$ cat src/sv/cbg_pkg.sv
package cbg_pkg;

	// Fraction bits of the normalised intermediate values
	localparam int FRAC_BITS = 12;
	// Width of the signed tone result y (Q.FRAC_BITS)
	localparam int Y_W = 22;
	// Register stages in the whole datapath and in the divider tail
	localparam int PIPE_DEPTH = 12;
	localparam int DIV_STAGES = 4;

	// Configuration register indexes
	typedef enum logic [2:0] {
		REG_CONTRAST   = 3'd0,
		REG_BRIGHTNESS = 3'd1,
		REG_GAMMA      = 3'd2,
		REG_COLOR_MODE = 3'd3,
		REG_LUMA_ONLY  = 3'd4
	} cfg_reg_t;

	typedef struct packed {
		logic [7:0] blue_in;
		logic [7:0] green_in;
		logic [7:0] red_in;
	} pix_in_t;

	typedef struct packed {
		logic [7:0] blue_out;
		logic [7:0] green_out;
		logic [7:0] red_out;
	} pix_out_t;

	typedef logic [15:0] log_tbl_t [256];

	// -log2(c/255) in Q.FRAC_BITS, piecewise linear; entry 0 unused (zero input)
	function automatic log_tbl_t build_log_tbl();
		log_tbl_t tbl;
		int x;
		int p;
		int frac;
		for (int c = 0; c < 256; c++) begin
			x = (c * (1 << FRAC_BITS) * 2 + 255) / 510;
			p = 0;
			for (int b = 0; b < 31; b++) begin
				if ((x >> b) != 0)
					p = b;
			end
			if (x == 0) begin
				tbl[c] = 16'd0;
			end else begin
				frac = ((x - (1 << p)) << FRAC_BITS) >> p;
				tbl[c] = 16'((FRAC_BITS - p) * (1 << FRAC_BITS) - frac);
			end
		end
		return tbl;
	endfunction

	localparam log_tbl_t LOG_TBL = build_log_tbl();

	// One restoring division step: {quotient bit, new remainder}
	function automatic logic [8:0] div_step(logic [7:0] rem, logic nb, logic [7:0] d);
		logic [8:0] r9;
		logic [8:0] res;
		r9 = {rem, nb};
		if (r9 >= {1'b0, d})
			res = {1'b1, 8'(r9 - {1'b0, d})};
		else
			res = {1'b0, r9[7:0]};
		return res;
	endfunction

endpackage

$ cat src/sv/cbg_div_lane.sv
module cbg_div_lane import cbg_pkg::*; (
	input  logic                  clk,
	input  logic [DIV_STAGES-1:0] adv,
	input  logic [15:0]           dividend,
	input  logic [7:0]            divisor,
	output logic [7:0]            quotient
);

	// Quotient known to fit 8 bits; two bits resolved per stage
	logic [7:0] rem_q [DIV_STAGES];
	logic [7:0] low_q [DIV_STAGES];
	logic [7:0] quo_q [DIV_STAGES];
	logic [7:0] dv_q  [DIV_STAGES];

	for (genvar k = 0; k < DIV_STAGES; k++) begin : g_stage
		logic [7:0] rin, lin, qin, din, qn;
		logic [8:0] sa, sb;

		if (k == 0) begin : g_first
			assign rin = dividend[15:8];
			assign lin = dividend[7:0];
			assign qin = '0;
			assign din = divisor;
		end else begin : g_next
			assign rin = rem_q[k-1];
			assign lin = low_q[k-1];
			assign qin = quo_q[k-1];
			assign din = dv_q[k-1];
		end

		always_comb begin
			sa = div_step(rin, lin[7-2*k], din);
			sb = div_step(sa[7:0], lin[6-2*k], din);
			qn = qin;
			qn[7-2*k] = sa[8];
			qn[6-2*k] = sb[8];
		end

		always_ff @(posedge clk) begin
			if (adv[k]) begin
				rem_q[k] <= sb[7:0];
				low_q[k] <= lin;
				quo_q[k] <= qn;
				dv_q[k]  <= din;
			end
		end
	end

	assign quotient = quo_q[DIV_STAGES-1];

endmodule

$ cat config.mk
export PLATFORM = sky130hd
export DESIGN_NAME = cbg_div_lane
export DESIGN_NICKNAME = d
export VERILOG_FILES = /design/src/sv/cbg_pkg.sv /design/src/sv/cbg_div_lane.sv
export SDC_FILE = /design/constraint.sdc
export NUM_CORES = 1
export LEC_CHECK = 0
export BUFFER_PORTS_ARGS = -buffer_cell sky130_fd_sc_hd__buf_4
export CELL_PAD_IN_SITES_DETAIL_PLACEMENT = 0
export CELL_PAD_IN_SITES_GLOBAL_PLACEMENT = 1
export CORE_UTILIZATION = 55
export CTS_BUF_LIST = sky130_fd_sc_hd__clkbuf_8
export DETAILED_ROUTE_END_ITERATION = 8
export GPL_TIMING_DRIVEN = 1
export PLACE_DENSITY = 0.95
export SKIP_LAST_GASP = 1
export SYNTH_ARGS = -nofsm -noshare
export SYNTH_HDL_FRONTEND = slang
export SYNTH_SLANG_ARGS = --single-unit
$ cat constraint.sdc
create_clock -name clk -period 7.6 [get_ports clk]
set_input_delay 0.38 -clock clk [delete_from_list [all_inputs] [get_ports clk]]
set_output_delay 0.38 -clock clk [all_outputs]
set_load 0.02 [all_outputs]
==> flow_metrics.py <==
metrics = {
    "drt": {
        "viasPerCell": 5.82,
        "antenna_left": 0,
        "routedWlPerCell_um": 16.7,
        "dr_total_vias": 4038,
        "drt-initial-drc-count": 232,
        "drt_wl_total_um": 11600,
        "drt-pass1-iter-count": 4,
        "drc_errors": 0,
    },
    "cts": {
        "cts_buffer_depth": 2,
        "post_cts_buffers": 0,
        "holdBufCountCts": 0,
        "root_buffer": "clkbuf_8",
        "clk_latency_ps": 360,
        "cts_sinks": 80,
        "h-tree-depth": 3,
        "cts-resized-gates": 0,
        "tritoncts": "yes",
        "cts_made_buffers": 9,
        "path_clk_slew_ps": 90,
    },
    "status": {
        "status": "completed",
    },
    "logic_synthesis": {
        "synth_fp_nets": 612,
        "synth.top_cell.area_share_pct": 42.0,
        "synth_cell_type_count": 59,
        "ys_ff_latch": 80,
        "ys_top_cells_by_count": "edfxtp_1, ha_1, inv_1, a21oi_1, mux2_2",
        "synth_ff_type": "edfxtp_1",
        "synth_area_um2": 5720,
        "synth_cells": 512,
        "seq_area_frac_synth_pct": 42.0,
        "async_flop_share_pct": 0,
        "synth_area_leaders": "edfxtp_1, ha_1, mux2_2",
        "synth_edf_count": 80,
        "ys_warn_count": 0,
        "synth_top_cell_by_area": "edfxtp_1",
        "syn_area_per_cell_um2": 11.2,
        "yosysMostFrequentCell": "edfxtp_1",
    },
    "timing": {
        "hold_violations": 0,
        "setup_ws_ps": 2640,
        "whs_ps": 193,
        "final-max-slew-violation-count": 0,
        "post-route-period-util_pct": 65.3,
        "fin_setup_tns_ps": 0,
        "worst_pin_slew_ps": 966,
        "fin_crit_ps": 4960,
        "skew_ps": 10.8,
        "timing.slew.headroom_pct": 35.3,
        "fmax_ghz": 0.202,
        "setup_viol": 0,
        "rsz0062_at_grt": "false",
    },
    "critical_path": {
        "start_kind": "register",
        "r2r_start": "dv_q[0][6]",
        "crit_fanout": 9,
        "critPathTopFamily": "compound AO/OA/AOI/OAI gates",
        "arrival_ps": 5070,
        "reg2reg_to": "rem_q[1][5]",
        "cp_num_buf_inv": 1,
        "critPathLaunch": "dv_q[0][6]",
        "reg2reg_slack_ps": 2640,
        "critPathKind": "reg -> reg",
        "crit_slowest_cell": "a211oi_1",
        "worstSetupEndpointType": "register",
        "worstSetupEndpoint": "rem_q[1][5]",
        "critical_path_depth": 13,
        "crit_required_ps": 7710,
        "reg2regPathDepth": 13,
        "path_cells": "inv_1 -> ha_1 -> a21o_1 -> a211oi_1 -> and2_1 -> mux2_2 -> ha_1 -> a21oi_1 -> o21ai_0 -> a21oi_1 -> nor2b_1 -> a2111oi_4 -> mux2_2",
        "cp_slowest_stage_delay_ps": 720,
    },
    "floorplan": {
        "ios": 37,
        "design.core.area_um2": 9910,
        "die_y_um": 104,
        "rows": 36,
        "die_w_um": 104,
        "initial_core_util_pct": 57.7,
        "die_area_um2": 10800,
    },
    "hold_path": {
        "hold_path_class": "in -> reg",
        "hold_depth": 1,
    },
    "power": {
        "power.density_nw_per_um2": 418,
        "ir_drop_mv": 0.209,
        "p_leak_nw": 2.63,
    },
    "global_routing": {
        "grt_use_total_pct": 22.7,
        "grt-ovfl-total": 0,
        "grt_pass1_wl_um": 19300,
        "antenna_found_initial": 0,
        "grt_pass1_vias": 3977,
        "grt_max_degree": 25,
    },
    "placement": {
        "io_buffers": 36,
        "gp_congestion": 0.912,
        "dp_hpwl_um": 9140,
        "post-place-ws_ps": 2650,
    },
    "finish": {
        "drive_above_1_share_pct": 16.9,
        "ff_latch_area_um2": 2400,
        "area_growth_pct": 11.1,
        "multi_input_area_um2": 3080,
        "fin_nets": 656,
        "diodes": 0,
        "final.fill_count": 798,
    },
    "job": {
        "maxCapViolCount": 0,
    },
}
==> state kept, by name, summed over array words and instances, names as in the netlist <==
register  cells
dv_q         24
rem_q        24
quo_q        20
low_q        12
==> worst min-delay path by stage <==
| stage | startpoint | endpoint | slack, ps |
|---|---|---|---|
| floorplan | low_q[0][0] | low_q[1][0] | 400 |
| global placement | quo_q[2][7] | quo_q[3][7] | 400 |
| detailed placement | quo_q[1][6] | quo_q[2][6] | 410 |
| CTS | dividend[2] | low_q[0][2] | 170 |
| global route | dividend[4] | low_q[0][4] | 170 |
| finish | dividend[4] | low_q[0][4] | 190 |
==> report_power, final <==
part | total [mW] | switching [mW] | leakage [nW] | internal, mW
Sequential | 0.717 | 0.0567 | 0.779 | 0.660
Combinational | 1.61 | 0.835 | 1.75 | 0.772
Clock | 0.335 | 0.175 | 0.105 | 0.160
==> worst reg2reg max path, delay by kind of cell (launching register included) <==
kind	cells	cell delay [ps]
buf+inv	1	140
fa+ha+maj	2	620
simple gates	2	610
flops	1	450
compound gates	6	2040
mux	2	850
==> cells in the final DEF (no fill, tap or decap), drive strengths merged, types with 3 or more instances in the layout <==
cell and n:
edfxtp 80, ha 64, inv 64, buf 37
a21oi 35, mux2 32, o21ai 25, xnor2 20
nor2 19, nand2 18, o21a 15, nand3 13
nor2b 11, a21o 11, clkbuf 9, a211oi 9
o31ai 8, nand2b 7, fa 7, xor2 6
nor3 6, o21bai 5, or4 5, mux2i 4
and2 4, a221oi 3, nand4 3, a31oi 3
o31a 3, a2111oi 3
==> metal layers <==
metal | wire length [µm] | global-route usage, % | vias to the layer above
li1 | - | - | 2009
met1 | 5130 | 28.4 | 1916
met2 | 5900 | 40.0 | 95
met3 | 382 | 4.20 | 18
met4 | 167 | 6.22 | 0
met5 | 0 | 0 | -
==> final cells by class <==
cell class                      instances  area share [%]
Inverter                               59            3.48
Sequential cell                        80            37.8
Multi-Input combinational cell        369            48.4
Timing Repair Buffer                   37            4.37
Tap cell                              133            2.62
Clock inverter                          7            1.36
Clock buffer                            9            1.95
==> metrics by stage <==
step,cells,util [%],cell area (µm²),power (mW)
2_1_floorplan,512,-,5720,1.97
3_3_place_gp,678,62.0,6150,2.27
3_5_place_dp,678,62.0,6150,2.31
4_1_cts,694,64.1,6360,2.66
5_1_grt,694,64.1,6360,2.87
6_report,694,64.1,6360,2.66
==> logic make-up after synthesis <==
| group | after synthesis | share of synthesized area [%] |
|---|---|---|
| adders and majority gates | 71 | 16.5 |
| DFF | 80 | 42.0 |
| AOI/OAI and AO/OA | 138 | 17.4 |
| xor gates and xnor gates | 26 | 3.98 |
| buffers and inverters | 63 | 4.18 |
| and+or+nand+nor | 98 | 9.01 |
| muxes | 36 | 7.00 |
No activity file was read; power rests on OpenSTA's default activity.
